<file path="src/design/vision_frame_parser_target_select_macros.svh">
// ---------------------------------------------------------------------------
// vision frame parser assertion macros
// shared concurrent assertion helpers
// ---------------------------------------------------------------------------
`ifndef VISION_FRAME_PARSER_TARGET_SELECT_MACROS_SVH
`define VISION_FRAME_PARSER_TARGET_SELECT_MACROS_SVH

// implication checked on every edge out of reset
`define VFP_ASSERT_IMP(label, ante, cons, msg) \
  label: assert property (@(posedge clk) disable iff (!rst_n) (ante) |-> (cons)) \
    else $error(msg);

// implication whose consequent is checked in the following cycle
`define VFP_ASSERT_NXT(label, ante, cons, msg) \
  label: assert property (@(posedge clk) disable iff (!rst_n) (ante) |=> (cons)) \
    else $error(msg);

`endif

</file>
<file path="src/design/vfp_pkg.sv">
// ---------------------------------------------------------------------------
// vfp_pkg
// types and constants for the vision frame parser
// ---------------------------------------------------------------------------
package vfp_pkg;

  localparam logic [7:0] HDR_BYTE    = 8'h55;
  localparam logic [7:0] END_BYTE    = 8'hAA;
  localparam logic [7:0] TYPE_MULTI  = 8'h5B;
  localparam logic [7:0] TYPE_SINGLE = 8'h5A;
  localparam logic [7:0] TYPE_SCALE  = 8'h51;

  localparam int RX_BUFFER_BYTES = 128;
  localparam int MAX_TARGETS     = 3;
  localparam logic [7:0] RING_ORDER_BASE = 8'd4;
  localparam int FB_DEPTH = 16;
  localparam int IDX_W    = $clog2(RX_BUFFER_BYTES + 1);

  localparam logic [7:0] CENTER_X_RST = 8'd121;
  localparam logic [7:0] CENTER_Y_RST = 8'd115;

  localparam logic [1:0] REG_CENTER_X = 2'd0;
  localparam logic [1:0] REG_CENTER_Y = 2'd1;
  localparam logic [1:0] REG_REQ_MODE = 2'd2;
  localparam logic [1:0] REG_REQ_CLS  = 2'd3;

  typedef enum logic [1:0] {
    KIND_SINGLE = 2'd0,
    KIND_MULTI  = 2'd1,
    KIND_SCALE  = 2'd2
  } kind_t;

  localparam logic [1:0] MODE_MATERIAL = 2'd1;
  localparam logic [1:0] MODE_RING     = 2'd2;

  // completed frame handed from parser to decoder
  typedef struct packed {
    kind_t      kind;
    logic [7:0] b2;
    logic [7:0] b3;
    logic [7:0] b4;
    logic [1:0] mode;
    logic [1:0] count;
    logic [1:0] cls0;
    logic [15:0] xy0;
    logic [1:0] cls1;
    logic [15:0] xy1;
    logic [1:0] cls2;
    logic [15:0] xy2;
  } frame_t;

  typedef struct packed {
    kind_t       frame_kind;
    logic [7:0]  target_order;
    logic [7:0]  target_x;
    logic [7:0]  target_y;
    logic [8:0]  disc_dx;
    logic [8:0]  disc_dy;
    logic [8:0]  arm_dx;
    logic [8:0]  arm_dy;
    logic        offset_valid;
    logic [15:0] scale_raw;
    logic [31:0] frame_total;
  } result_t;

  localparam int OUT_BITS = $bits(result_t);
  localparam int OUT_W    = ((OUT_BITS + 7) / 8) * 8;

endpackage

</file>
<file path="src/design/vfp_parser.sv">
// ---------------------------------------------------------------------------
// vfp_parser
// byte hunter and frame collector, emits one frame record per good frame
// ---------------------------------------------------------------------------
module vfp_parser (
  input  logic            clk,
  input  logic            rst_n,
  input  logic            byte_valid,
  input  logic [7:0]      rx_byte,
  output logic            frm_valid,
  output vfp_pkg::frame_t frm
);
  import vfp_pkg::*;

  logic                    in_frame_r, in_frame_nxt;
  logic [IDX_W-1:0]        idx_r, idx_nxt;
  logic [7:0]              fb_r [FB_DEPTH];
  logic [$clog2(FB_DEPTH)-1:0] wr_a;
  logic [IDX_W-1:0]        cnt;
  logic                    store;
  logic [7:0]              typ, cbyte;
  logic                    ready, drop;
  logic [IDX_W-1:0]        need;

  assign store = byte_valid && (in_frame_r || rx_byte == HDR_BYTE);
  assign wr_a  = in_frame_r ? idx_r[$clog2(FB_DEPTH)-1:0] : '0;
  assign cnt   = (in_frame_r ? idx_r : '0) + IDX_W'(1);
  // type and count may be the byte arriving now
  assign typ   = (cnt == IDX_W'(2)) ? rx_byte : fb_r[1];
  assign cbyte = (cnt == IDX_W'(4)) ? rx_byte : fb_r[3];
  assign need  = IDX_W'(5) + IDX_W'(cbyte[1:0]) * IDX_W'(3);

  always_comb begin
    ready = 1'b0;
    drop  = 1'b0;
    if (cnt >= IDX_W'(RX_BUFFER_BYTES)) begin
      drop = 1'b1;
    end else if (cnt >= IDX_W'(2)) begin
      if (typ == TYPE_MULTI) begin
        if (cnt >= IDX_W'(4)) begin
          if (cbyte > 8'(MAX_TARGETS)) drop = 1'b1;
          else ready = cnt >= need;
        end
      end else if (typ == TYPE_SINGLE || typ == TYPE_SCALE) begin
        ready = cnt >= IDX_W'(6);
      end else begin
        ready = rx_byte == END_BYTE;
      end
    end
  end

  always_comb begin
    in_frame_nxt = in_frame_r;
    idx_nxt      = idx_r;
    if (store) begin
      if (drop || ready) begin
        in_frame_nxt = 1'b0;
        idx_nxt      = '0;
      end else begin
        in_frame_nxt = 1'b1;
        idx_nxt      = cnt;
      end
    end
  end

  always_ff @(posedge clk) begin
    if (!rst_n) begin
      in_frame_r <= 1'b0;
      idx_r      <= '0;
    end else begin
      in_frame_r <= in_frame_nxt;
      idx_r      <= idx_nxt;
    end
  end

  always_ff @(posedge clk) begin
    if (store && cnt <= IDX_W'(FB_DEPTH)) fb_r[wr_a] <= rx_byte;
  end

  // record is built from stored bytes; the closing byte only gates frm_valid
  always_comb begin
    frm_valid = 1'b0;
    frm       = '0;
    frm.b2    = fb_r[2];
    frm.b3    = fb_r[3];
    frm.b4    = fb_r[4];
    frm.mode  = fb_r[2][1:0];
    frm.count = fb_r[3][1:0];
    frm.cls0  = fb_r[4][1:0];
    frm.xy0   = {fb_r[5], fb_r[6]};
    frm.cls1  = fb_r[7][1:0];
    frm.xy1   = {fb_r[8], fb_r[9]};
    frm.cls2  = fb_r[10][1:0];
    frm.xy2   = {fb_r[11], fb_r[12]};
    if (fb_r[4][7:2] != '0) frm.cls0 = 2'd0;
    if (fb_r[7][7:2] != '0) frm.cls1 = 2'd0;
    if (fb_r[10][7:2] != '0) frm.cls2 = 2'd0;
    if (typ == TYPE_SINGLE)     frm.kind = KIND_SINGLE;
    else if (typ == TYPE_SCALE) frm.kind = KIND_SCALE;
    else                        frm.kind = KIND_MULTI;
    if (store && ready && !drop && rx_byte == END_BYTE) begin
      if (typ == TYPE_SINGLE || typ == TYPE_SCALE) frm_valid = 1'b1;
      else if (typ == TYPE_MULTI)
        frm_valid = fb_r[2] == {6'd0, MODE_MATERIAL} || fb_r[2] == {6'd0, MODE_RING};
    end
  end

endmodule

</file>
<file path="src/design/vfp_queue.sv">
// ---------------------------------------------------------------------------
// vfp_queue
// two-entry frame queue between parser and decoder
// ---------------------------------------------------------------------------
module vfp_queue (
  input  logic            clk,
  input  logic            rst_n,
  input  logic            wr_en,
  input  vfp_pkg::frame_t wr_data,
  output logic            full,
  output logic            rd_valid,
  input  logic            rd_en,
  output vfp_pkg::frame_t rd_data
);
  import vfp_pkg::*;

  frame_t     mem_r [2];
  logic       wp_r, rp_r;
  logic [1:0] cnt_r;

  assign full     = cnt_r == 2'd2;
  assign rd_valid = cnt_r != 2'd0;
  assign rd_data  = mem_r[rp_r];

  always_ff @(posedge clk) begin
    if (!rst_n) begin
      wp_r  <= 1'b0;
      rp_r  <= 1'b0;
      cnt_r <= 2'd0;
    end else begin
      if (wr_en) wp_r <= ~wp_r;
      if (rd_en) rp_r <= ~rp_r;
      cnt_r <= cnt_r + 2'(wr_en) - 2'(rd_en);
    end
  end

  always_ff @(posedge clk) begin
    if (wr_en) mem_r[wp_r] <= wr_data;
  end

endmodule

</file>
<file path="src/design/vfp_decoder.sv">
// ---------------------------------------------------------------------------
// vfp_decoder
// applies frame records to cache and selection, drives the result register
// ---------------------------------------------------------------------------
`include "vision_frame_parser_target_select_macros.svh"
module vfp_decoder (
  input  logic             clk,
  input  logic             rst_n,
  input  logic             frm_valid,
  input  vfp_pkg::frame_t  frm,
  output logic             frm_take,
  input  logic [7:0]       center_x,
  input  logic [7:0]       center_y,
  input  logic [1:0]       request_mode,
  input  logic [1:0]       request_class,
  output logic             res_valid,
  output vfp_pkg::result_t res,
  input  logic             res_ready
);
  import vfp_pkg::*;

  logic [5:0]  cv_r, cv_nxt;
  logic [15:0] cxy_r [6];
  logic [15:0] cxy_nxt [6];
  logic [7:0]  sel_o_r, sel_x_r, sel_y_r;
  logic [8:0]  ddx_r, ddy_r, adx_r, ady_r;
  logic        ov_r;
  logic [15:0] scale_r;
  logic [31:0] total_r;
  logic [3:0]  lmc_r;
  logic        res_valid_r;
  result_t     res_r;

  logic        set_sel;
  logic [7:0]  so, sx, sy;
  logic        nz;
  logic [2:0]  base;
  logic [1:0]  cls;
  logic [1:0]  sel_cls;
  logic [2:0]  rbase;
  logic [15:0] sxy;

  assign frm_take  = frm_valid && (!res_valid_r || res_ready);
  assign res_valid = res_valid_r;
  assign res       = res_r;

  always_comb begin
    cv_nxt = cv_r;
    for (int i = 0; i < 6; i++) cxy_nxt[i] = cxy_r[i];
    base = (frm.mode == MODE_RING) ? 3'd3 : 3'd0;
    if (frm.kind == KIND_MULTI) begin
      for (int i = 0; i < 3; i++) begin
        cv_nxt[base + 3'(i)]  = 1'b0;
        cxy_nxt[base + 3'(i)] = '0;
      end
      if (frm.count >= 2'd1 && frm.cls0 != 2'd0) begin
        cv_nxt[base + 3'(frm.cls0) - 3'd1]  = 1'b1;
        cxy_nxt[base + 3'(frm.cls0) - 3'd1] = frm.xy0;
      end
      if (frm.count >= 2'd2 && frm.cls1 != 2'd0) begin
        cv_nxt[base + 3'(frm.cls1) - 3'd1]  = 1'b1;
        cxy_nxt[base + 3'(frm.cls1) - 3'd1] = frm.xy1;
      end
      if (frm.count >= 2'd3 && frm.cls2 != 2'd0) begin
        cv_nxt[base + 3'(frm.cls2) - 3'd1]  = 1'b1;
        cxy_nxt[base + 3'(frm.cls2) - 3'd1] = frm.xy2;
      end
    end
  end

  // selection from the updated cache
  always_comb begin
    rbase = (request_mode == MODE_RING) ? 3'd3 : 3'd0;
    sel_cls = 2'd0;
    if (request_class != 2'd0) begin
      if (cv_nxt[rbase + 3'(request_class) - 3'd1]) sel_cls = request_class;
    end else if (cv_nxt[rbase]) sel_cls = 2'd1;
    else if (cv_nxt[rbase + 3'd1]) sel_cls = 2'd2;
    else if (cv_nxt[rbase + 3'd2]) sel_cls = 2'd3;
    cls = sel_cls;
    sxy = (cls == 2'd0) ? 16'd0 : cxy_nxt[rbase + 3'(cls) - 3'd1];
  end

  always_comb begin
    set_sel = 1'b0;
    so = '0;
    sx = '0;
    sy = '0;
    if (frm.kind == KIND_SINGLE) begin
      set_sel = 1'b1;
      so = frm.b2;
      sx = frm.b3;
      sy = frm.b4;
    end else if (frm.kind == KIND_MULTI && frm.b2 == {6'd0, request_mode}) begin
      set_sel = 1'b1;
      if (cls != 2'd0) begin
        so = (request_mode == MODE_RING) ? 8'(cls) + RING_ORDER_BASE - 8'd1 : 8'(cls);
        sx = sxy[15:8];
        sy = sxy[7:0];
      end
    end
    nz = so != 0 && sx != 0 && sy != 0;
  end

  always_ff @(posedge clk) begin
    if (!rst_n) begin
      cv_r    <= '0;
      for (int i = 0; i < 6; i++) cxy_r[i] <= '0;
      sel_o_r <= '0;
      sel_x_r <= '0;
      sel_y_r <= '0;
      ddx_r   <= '0;
      ddy_r   <= '0;
      adx_r   <= '0;
      ady_r   <= '0;
      ov_r    <= 1'b0;
      scale_r <= '0;
      total_r <= '0;
      lmc_r   <= '0;
      res_valid_r <= 1'b0;
    end else begin
      res_valid_r <= frm_take || (res_valid_r && !res_ready);
      if (frm_take) begin
        cv_r <= cv_nxt;
        for (int i = 0; i < 6; i++) cxy_r[i] <= cxy_nxt[i];
        if (frm.kind == KIND_MULTI) begin
          total_r <= total_r + 32'd1;
          lmc_r   <= {frm.mode, frm.count};
        end
        if (frm.kind == KIND_SCALE) scale_r <= {frm.b3, frm.b4};
        if (set_sel) begin
          sel_o_r <= so;
          sel_x_r <= sx;
          sel_y_r <= sy;
          ov_r    <= nz;
          ddx_r   <= nz ? {1'b0, sx} - {1'b0, center_x} : 9'd0;
          ddy_r   <= nz ? {1'b0, sy} - {1'b0, center_y} : 9'd0;
          adx_r   <= nz ? {1'b0, center_x} - {1'b0, sx} : 9'd0;
          ady_r   <= nz ? {1'b0, center_y} - {1'b0, sy} : 9'd0;
        end
      end
    end
  end

  // result register reads the state as updated by this frame
  always_ff @(posedge clk) begin
    if (frm_take) begin
      res_r.frame_kind   <= frm.kind;
      res_r.target_order <= set_sel ? so : sel_o_r;
      res_r.target_x     <= set_sel ? sx : sel_x_r;
      res_r.target_y     <= set_sel ? sy : sel_y_r;
      res_r.offset_valid <= set_sel ? nz : ov_r;
      res_r.disc_dx <= set_sel ? (nz ? {1'b0, sx} - {1'b0, center_x} : 9'd0) : ddx_r;
      res_r.disc_dy <= set_sel ? (nz ? {1'b0, sy} - {1'b0, center_y} : 9'd0) : ddy_r;
      res_r.arm_dx  <= set_sel ? (nz ? {1'b0, center_x} - {1'b0, sx} : 9'd0) : adx_r;
      res_r.arm_dy  <= set_sel ? (nz ? {1'b0, center_y} - {1'b0, sy} : 9'd0) : ady_r;
      res_r.scale_raw   <= (frm.kind == KIND_SCALE) ? {frm.b3, frm.b4} : scale_r;
      res_r.frame_total <= (frm.kind == KIND_MULTI) ? total_r + 32'd1 : total_r;
    end
  end

  `VFP_ASSERT_NXT(a_take_gives_result, frm_take, res_valid_r, "frame taken without result")
  `VFP_ASSERT_NXT(a_hold_stalled, res_valid_r && !res_ready, res_valid_r && $stable(res_r), "stalled result changed")
  `VFP_ASSERT_IMP(a_offsets_zero, !ov_r, ddx_r == 9'd0 && adx_r == 9'd0, "offsets set while invalid")
  `VFP_ASSERT_NXT(a_total_step, frm_take && frm.kind == KIND_MULTI, total_r == $past(total_r) + 32'd1, "multi count missed")

endmodule

</file>
<file path="src/design/vision_frame_parser_target_select.sv">
// ---------------------------------------------------------------------------
// vision_frame_parser_target_select
// camera link byte parser with per-mode target cache and selection
// ---------------------------------------------------------------------------
// out_tvalid rises after the frame passes the queue and the result register
// throughput: one byte per cycle while the frame queue is not full
// a two-entry frame queue lets the parser run while a result waits
// synchronous active-low reset clears parser state, cache, selection, counters
// and restores the centre registers to 121 and 115
module vision_frame_parser_target_select (
  input  logic                        clk,
  input  logic                        rst_n,
  input  logic                        in_tvalid,
  output logic                        in_tready,
  input  logic [7:0]                  in_tdata,   // rx_byte
  output logic                        out_tvalid,
  input  logic                        out_tready,
  // frame_kind, target_order, target_x, target_y, disc_dx, disc_dy, arm_dx,
  // arm_dy, offset_valid, scale_raw, frame_total, then zero fill
  output logic [vfp_pkg::OUT_W-1:0]   out_tdata,
  input  logic                        cfg_we,
  input  logic [1:0]                  cfg_index,
  input  logic [7:0]                  cfg_wdata
);
  import vfp_pkg::*;

  logic [7:0] center_x_r, center_y_r;
  logic [1:0] req_mode_r, req_cls_r;
  logic       frm_valid, q_full, q_valid, q_take;
  frame_t     frm, q_frm;
  result_t    res;

  // accept bytes only while the queue has room for a possible frame
  assign in_tready = !q_full;

  always_ff @(posedge clk) begin
    if (!rst_n) begin
      center_x_r <= CENTER_X_RST;
      center_y_r <= CENTER_Y_RST;
      req_mode_r <= '0;
      req_cls_r  <= '0;
    end else if (cfg_we) begin
      unique case (cfg_index)
        REG_CENTER_X: center_x_r <= cfg_wdata;
        REG_CENTER_Y: center_y_r <= cfg_wdata;
        REG_REQ_MODE: req_mode_r <= cfg_wdata[1:0];
        REG_REQ_CLS:  req_cls_r  <= cfg_wdata[1:0];
        default: ;
      endcase
    end
  end

  vfp_parser u_parser (
    .clk(clk), .rst_n(rst_n),
    .byte_valid(in_tvalid && in_tready), .rx_byte(in_tdata),
    .frm_valid(frm_valid), .frm(frm)
  );

  vfp_queue u_queue (
    .clk(clk), .rst_n(rst_n),
    .wr_en(frm_valid), .wr_data(frm), .full(q_full),
    .rd_valid(q_valid), .rd_en(q_take), .rd_data(q_frm)
  );

  vfp_decoder u_decoder (
    .clk(clk), .rst_n(rst_n),
    .frm_valid(q_valid), .frm(q_frm), .frm_take(q_take),
    .center_x(center_x_r), .center_y(center_y_r),
    .request_mode(req_mode_r), .request_class(req_cls_r),
    .res_valid(out_tvalid), .res(res), .res_ready(out_tready)
  );

  assign out_tdata = {{(OUT_W - OUT_BITS){1'b0}},
    res.frame_total, res.scale_raw, res.offset_valid, res.arm_dy, res.arm_dx,
    res.disc_dy, res.disc_dx, res.target_y, res.target_x, res.target_order,
    res.frame_kind};

endmodule

</file>
<file path="config.mk">
export PLATFORM = sky130hd
export DESIGN_NAME = vision_frame_parser_target_select
export DESIGN_NICKNAME = d
export VERILOG_FILES = /design/src/design/vfp_pkg.sv /design/src/design/vfp_parser.sv /design/src/design/vfp_queue.sv /design/src/design/vfp_decoder.sv /design/src/design/vision_frame_parser_target_select.sv
export VERILOG_INCLUDE_DIRS = /design/src /design/src/design
export SDC_FILE = /design/constraint.sdc
export NUM_CORES = 1
export LEC_CHECK = 0
export ABC_AREA = 1
export BUFFER_PORTS_ARGS = -buffer_cell sky130_fd_sc_hd__buf_2
export CORE_MARGIN = 10
export CORE_UTILIZATION = 35
export CTS_CLUSTER_DIAMETER = 50
export DETAILED_ROUTE_END_ITERATION = 10
export PLACE_DENSITY = 0.52
export SYNTH_ARGS = -nofsm -noshare
export SYNTH_HDL_FRONTEND = slang
export SYNTH_SLANG_ARGS = --single-unit
export TNS_END_PERCENT = 30
</file>
<file path="constraint.sdc">
create_clock -name clk -period 11.85 [get_ports clk]
set_input_delay 0.5925 -clock clk [delete_from_list [all_inputs] [get_ports clk]]
set_output_delay 0.5925 -clock clk [all_outputs]
set_load 0.05 [all_outputs]
</file>
Yosys cells after proc, flatten, opt, wreduce, memory -nomap -nowiden:

Memories as Yosys holds them, arrays and structs flattened. A register that Yosys moved wholly into a read port is not among the register bits.
Index checks and enable logic that the tools add are counted.

* multipliers: 1
* reduce and logical (&&, ||, !) cells: 55
* bitwise logic cells: 30
* order comparisons: 39
* equality and inequality tests: 18
* add/subtract/negate cells: 25
* multiplexer cells: 125

Operators by type and width (count)
* 96-bit 2-to-1 mux: 6
* 96-bit bitwise AND: 3
* 96-bit bitwise mux: 3
* 16-bit demux with 3-bit select: 6
* 96-bit inverter: 3
* 16-bit 2-to-1 mux: 16
* 8-bit 2-to-1 mux: 17
* 9-bit 2-to-1 mux: 8
* 16-bit binary-select mux with 3-bit select: 1
* 3-bit by 4-bit < comparator with 1-bit output (second input constant): 10
* 1-bit 2-to-1 mux: 38
* 6-bit 2-to-1 mux: 6
* 8-bit by 8-bit subtractor with 9-bit output: 4
* 32-bit by 1-bit adder with 32-bit output (second input constant): 1
* 8-bit by 7-bit == test with 1-bit output (second input constant): 4
* 32-bit 2-to-1 mux: 1
* 4-bit >= comparator (second input constant): 7
* 3-bit inverter with 4-bit output: 7
* 1-bit logical AND: 26
* 4-bit by 1-bit < comparator with 1-bit output (second input constant): 6
* 2-bit 2-to-1 mux: 12
* 8-bit nonzero test: 3
* 6-bit bitwise AND: 3
* 1-bit demux with 3-bit select: 6
* 39 further kinds: 96

* logic and storage cells: 328
* bits in registers: 260
* memories: 3
* memory bits (writable): 392

Memories
* u_queue.mem_r: words 2, width 84, rd ports 1, clocked after memory_dff 1, wr ports 1, line vfp_queue.sv:17 `frame_t mem_r [2];`
* u_parser.fb_r: words 16, width 8, rd ports 12, clocked after memory_dff 0, wr ports 1, line vfp_parser.sv:17 `logic [7:0] fb_r [FB_DEPTH];`
* u_decoder.cxy_r: words 6, width 16, rd ports 6, clocked after memory_dff 0, wr ports 6, line vfp_decoder.sv:23 `logic [15:0] cxy_r [6];`

Depth between registers and ports, before layout:

* depth after elaboration: 40
* mapped depth: 46

By module:

A second synthesis with hierarchy kept.

* cell total of the unflattened synthesis: 3282
* area total of the unflattened synthesis: 31192.4 um2

Modules (own cells, without submodules)
* vfp_decoder: instances 1, cells each 2517, area an instance 19461.2 um2
* vfp_queue: instances 1, cells each 294, area an instance 6530.0 um2
* vfp_parser: instances 1, cells each 352, area an instance 4342.9 um2
* vision_frame_parser_target_select: instances 1, cells each 119, area an instance 858.3 um2

Worst setup path before layout:

OpenSTA, ideal clock, no wires.

* path kind: reg-to-reg
* start: register u_parser.in_frame_r
* end: memory u_queue.mem_r[0][0] in the netlist's numbering, enable pin
* slack: 2620 ps
* path buffers: 1
* stages on the path, launching flop included: 23
* data arrival time: 8614 ps
* required time: 11234 ps
* cell sequence: dfxtp_1 -> clkbuf_1 -> nand2_1 -> inv_1 -> ha_1 -> nand4_1 -> xnor2_1 -> nand2_1 -> nor2_1 -> nand3_1 -> inv_1 -> or2_2 -> o21ai_0 -> ha_1 -> ha_1 -> o21ai_0 -> nand2_1 -> a21oi_1 -> a21oi_1 -> a21oi_1 -> nor2_1 -> nand2_2 -> nor3_1

* word-level cells in the longest chain between the ends: 18
* elaborated cells between the ends (all ways): 40

Ends and longest elaborated chain
* start: declaration: line vfp_parser.sv:15 `logic in_frame_r, in_frame_nxt;`
* start signal: assignment: line vfp_parser.sv:71 `in_frame_r <= in_frame_nxt;`
* 8-bit 2-to-1 mux: line vfp_parser.sv:27 `assign cnt = (in_frame_r ? idx_r : '0) + IDX_W'(1);`
* 8-bit by 1-bit adder with 8-bit output: line vfp_parser.sv:27
* 8-bit by 3-bit == test with 1-bit output: line vfp_parser.sv:30 `assign cbyte = (cnt == IDX_W'(4)) ? rx_byte : fb_r[3];`
* 8-bit 2-to-1 mux: line vfp_parser.sv:30
* 2-bit by 2-bit multiplier with 4-bit output: line vfp_parser.sv:31 `assign need = IDX_W'(5) + IDX_W'(cbyte[1:0]) * IDX_W'(3);`
* 3-bit by 4-bit adder with 5-bit output: line vfp_parser.sv:31
* 8-bit >= comparator: line vfp_parser.sv:42 `else ready = cnt >= need;`
* 1-bit 2-to-1 mux: line vfp_parser.sv:41 `if (cbyte > 8'(MAX_TARGETS)) drop = 1'b1;`
* 1-bit 2-to-1 mux: line vfp_parser.sv:40 `if (cnt >= IDX_W'(4)) begin`
* 1-bit 2-to-1 mux: line vfp_parser.sv:39 `if (typ == TYPE_MULTI) begin`
* 1-bit 2-to-1 mux: line vfp_parser.sv:38 `end else if (cnt >= IDX_W'(2)) begin`
* 1-bit 2-to-1 mux: line vfp_parser.sv:36 `if (cnt >= IDX_W'(RX_BUFFER_BYTES)) begin`
* 1-bit logical AND (3 in series): line vfp_parser.sv:101 `if (store && ready && !drop && rx_byte == END_BYTE) begin`
* 1-bit 2-to-1 mux *: line vfp_parser.sv:101
* 1-bit 2-to-1 mux *: line vfp_queue.sv:38 `if (wr_en) mem_r[wp_r] <= wr_data;`
* 1-bit 2-to-1 mux (not written as such) *: line vfp_queue.sv:38
* end: declaration: line vfp_queue.sv:17

Every way passes the cells marked *; elsewhere a longest branch is shown, timed or not.

==> summary.txt <==
Timing
  • Clk_skew: 26.9 ps
  • Setup ws final: 2740 ps
  • Relative slew slack: 0.189
  • Final setup viols: 0
  • Least-Margin Pin Slew: 1180 ps
  • Maximum clock frequency: 110 MHz
  • Unrepaired setup endpoints after global routing: no
  • Post-route minimum period: 9110 ps
  • Final Hold Fails: 0
  • Final period util: 0.769
  • Hold_ws: 238 ps
  • Max Slew Vio Count: 0
  • Fin Setup TNS: 0 ps

Logic synthesis
  • Gate Count Post-Synth: 3193
  • Synth area leaders: edfxtp_1 (46%), dfxtp_1 (9.9%), nand2_1 (7.5%), o21ai_0 (4.8%), inv_1 (4.4%)
  • Synthesized flop and latch total: 613
  • Syn_nets: 3281
  • Unique masters post-synth: 58
  • Synth Warn #: 0
  • Syn Area/Cell: 9.53 um2
  • Synth area leader: edfxtp_1
  • Yosys top cell area share: 0.457
  • Post-synthesis sequential area ratio: 0.555
  • Synth Flop Type: edfxtp_1
  • Mapped cell area: 0.0304 mm2
  • Asr flop ratio synth: 0
  • EDFF count, synth: 463

Finish
  • Design area: 0.0346 mm2
  • Filler Cells Inserted: 8580
  • Post-route non-filler standard cell count: 4482
  • Area growth syn-to-layout: 13.8%
  • Final core occ: 0.400
  • Sequential Area: 0.0169 mm2
  • Layout Nets: 3348
  • Multi-input logic area: 0.0114 mm2
  • Share of layout cells above drive strength 1: 0.135

Clocking
  • Clk root buf: clkbuf_16
  • Resized Gates After CTS: 0
  • TritonCTS buffer count: 78
  • CTS H-Tree Depth: 3
  • Hold Buf Count CTS: 0
  • Max Root-Sink Buffers: 3
  • Worst-skew pair later-pin latency: 640 ps
  • CTS tree: done
  • Post-CTS setup buffer count: 0
  • CTS clk-pin slew, worst paths: 60 ps
  • Clk sinks: 613

Die
  • Die W: 315 um
  • Die Ht: 315 um
  • Core region area: 0.0865 mm2
  • # IOs: 137
  • Std-Cell Rows: 108
  • Die area: 0.0992 mm2
  • Initial core utilization: 0.352

Worst setup path
  • WP buf/inv: 12
  • Worst Reg2Reg Path Length in Cells: 43
  • Worst setup SP type: flop
  • Critical path depth: 43
  • WP data arrival: 9700 ps
  • Max stage delay on crit path: 770 ps
  • R2r setup slk: 2740 ps
  • Crit path capture: u_decoder.ddx_r[6]$_SDFFE_PN0P_
  • CP endpoint kind: flop
  • CP Max Fanout: 60
  • CP Data Required Time: 12430 ps
  • Setup CP Type: reg -> reg
  • Most used cell, CP: nand2_1
  • Worst R2R End: u_decoder.ddx_r[6]$_SDFFE_PN0P_
  • CP max-delay cell: dfxtp_4
  • Crit-path leading delay family: simple AND/OR/NAND/NOR gates

Hold path
  • Hold Path Depth: 4
  • Type of the worst min-delay path: in -> reg

Power
  • Total power: 9.71 mW
  • PD cells: 281 mW/mm2
  • Leakage: 14.1 nW
  • Max VDD drop: 0.000251 V

Placement
  • Buffers on Ports: 135
  • Dpl cell area: 0.0320 mm2
  • Placed Instances: 4335
  • Hpwl dp: 59.6 mm
  • Routability congestion estimate: 0.926
  • Dpl ws: 2800 ps

GRT
  • Largest net degree at the start of global routing: 210
  • Tot GR Track Use: 0.172
  • GRT overflow: 0
  • Initial antenna violation count: 2
  • Global-route wire length before repair: 134 mm
  • Vias in the first global route: 21549

Job
  • Max-cap viol count: 0

Route
  • Starting DRT DRC Count: 2392
  • WL final: 87.8 mm
  • DRC Markers: 0
  • Drt first pass iters: 6
  • Post-route ant nets: 0
  • Vias/cell: 5.12
  • Drt wl/cell: 19.6 um
  • Via count: 22966

Run status
  • Run status: completed
==> worst min-delay path, delay by kind of cell <==
kind / cells / cell delay (ps)
AOI/OAI and AO/OA: 1 / 60
and+or+nand+nor: 1 / 70
buffers and inverters: 2 / 110
==> layer usage <==
metal,vias up,wire (um),track usage,part of all wire
met1,10924,41200,0.248,0.47
met4,0,2240,0.0505,0.026
met2,736,38900,0.264,0.44
li1,11177,-,-,-
met5,-,0,0,0
met3,129,5480,0.0283,0.062
==> worst min-delay path by stage <==
stage / endpoint / from / slack [ps]
floorplan: u_parser.idx_r[7]$_SDFFE_PN0P_ / u_parser.idx_r[7]$_SDFFE_PN0P_ / 420
global placement: u_queue.mem_r[1][28]$_DFFE_PP_ / u_parser.fb_r[8][2]$_DFFE_PP_ / 420
detailed placement: u_queue.mem_r[0][30]$_DFFE_PP_ / u_parser.fb_r[8][4]$_DFFE_PP_ / 430
CTS: u_decoder.res_valid$_SDFF_PN0_ / out_tready / 210
global route: center_x_r[5]$_SDFFE_PN1P_ / cfg_wdata[5] / 240
finish: u_decoder.res_valid$_SDFF_PN0_ / out_tready / 240
==> cell type report <==
class,count,area share
multi-input combinational,2040,0.329
clock buffer,93,0.0597
antenna,2,0.000145
timing repair buffer,164,0.0262
inverter,363,0.0397
clock inverter,52,0.0154
sequential,613,0.488
tap,1155,0.0417
==> report_power, final <==
group	internal, mW	switching, mW
Combinational	1.08	3.11
Clock	1.39	0.989
Sequential	2.93	0.216
Total	5.40	4.32
==> kinds of logic (layout without fill, tap and decap cells) <==
kind of cell               count (synthesis)  count (layout)  synth area share
xor gates and xnor gates                  62              62            0.0178
other                                      1               3          0.000123
muxes                                     30              30           0.00987
AOI/OAI and AO/OA                        657             657             0.132
adders and majority gates                 65              65            0.0277
and+or+nand+nor                         1225            1225             0.186
DFF                                      613             613             0.555
buffers and inverters                    540             672            0.0714
==> layout by cell type, fill, tap and decap left out, drive strengths merged, types with 2 or more instances in the layout <==
cell      netlist  routed
o221ai         62      62
edfxtp        463     463
buf            43     164
a22o           17      17
a21oi          80      80
diode           0       2
xnor2          14      14
nor3           19      19
o22ai         100     100
xor2           48      48
clkinvlp        0       4
nor2          213     213
o221a           4       4
clkbuf        134      93
inv           355     375
a31oi           2       2
bufinv          0       5
o21ai         302     302
clkinv          8      31
dfxtp         150     150
and3           33      33
o21a           30      30
a21boi          6       6
mux2i          30      30
o21bai         10      10
nor4           11      11
nand2         669     669
nand4          12      12
ha             61      61
o211ai         40      40
or2            13      13
fa              4       4
nand3         252     252
==> synthesized netlist by cell type (15+ instances only) <==
master,number
a21oi_1,74
a22o_1,17
and3_1,33
buf_6,15
clkbuf_1,134
dfxtp_1,150
edfxtp_1,463
ha_1,61
inv_1,353
mux2i_1,30
nand2_1,612
nand2_2,48
nand3_1,207
nand3_2,44
nor2_1,201
o211ai_1,40
o21a_1,30
o21ai_0,293
o221ai_1,62
o22ai_1,100
xor2_1,48
==> registers in the layout, indices dropped and copies added, names as in the netlist, 6 cells and up, named ones only <==
signal and cells:
center_x_r 8, center_y_r 8, u_decoder.adx_r 9, u_decoder.ady_r 9, u_decoder.cv_r 6, u_decoder.cxy_r 96, u_decoder.ddx_r 9, u_decoder.ddy_r 9
u_decoder.res 111, u_decoder.scale_r 16, u_decoder.sel_o_r 8, u_decoder.sel_x_r 8, u_decoder.sel_y_r 8, u_decoder.total_r 32, u_parser.fb_r 96, u_parser.idx_r 8
u_queue.mem_r 160
Note: power is estimated with default switching activity, not from simulation.
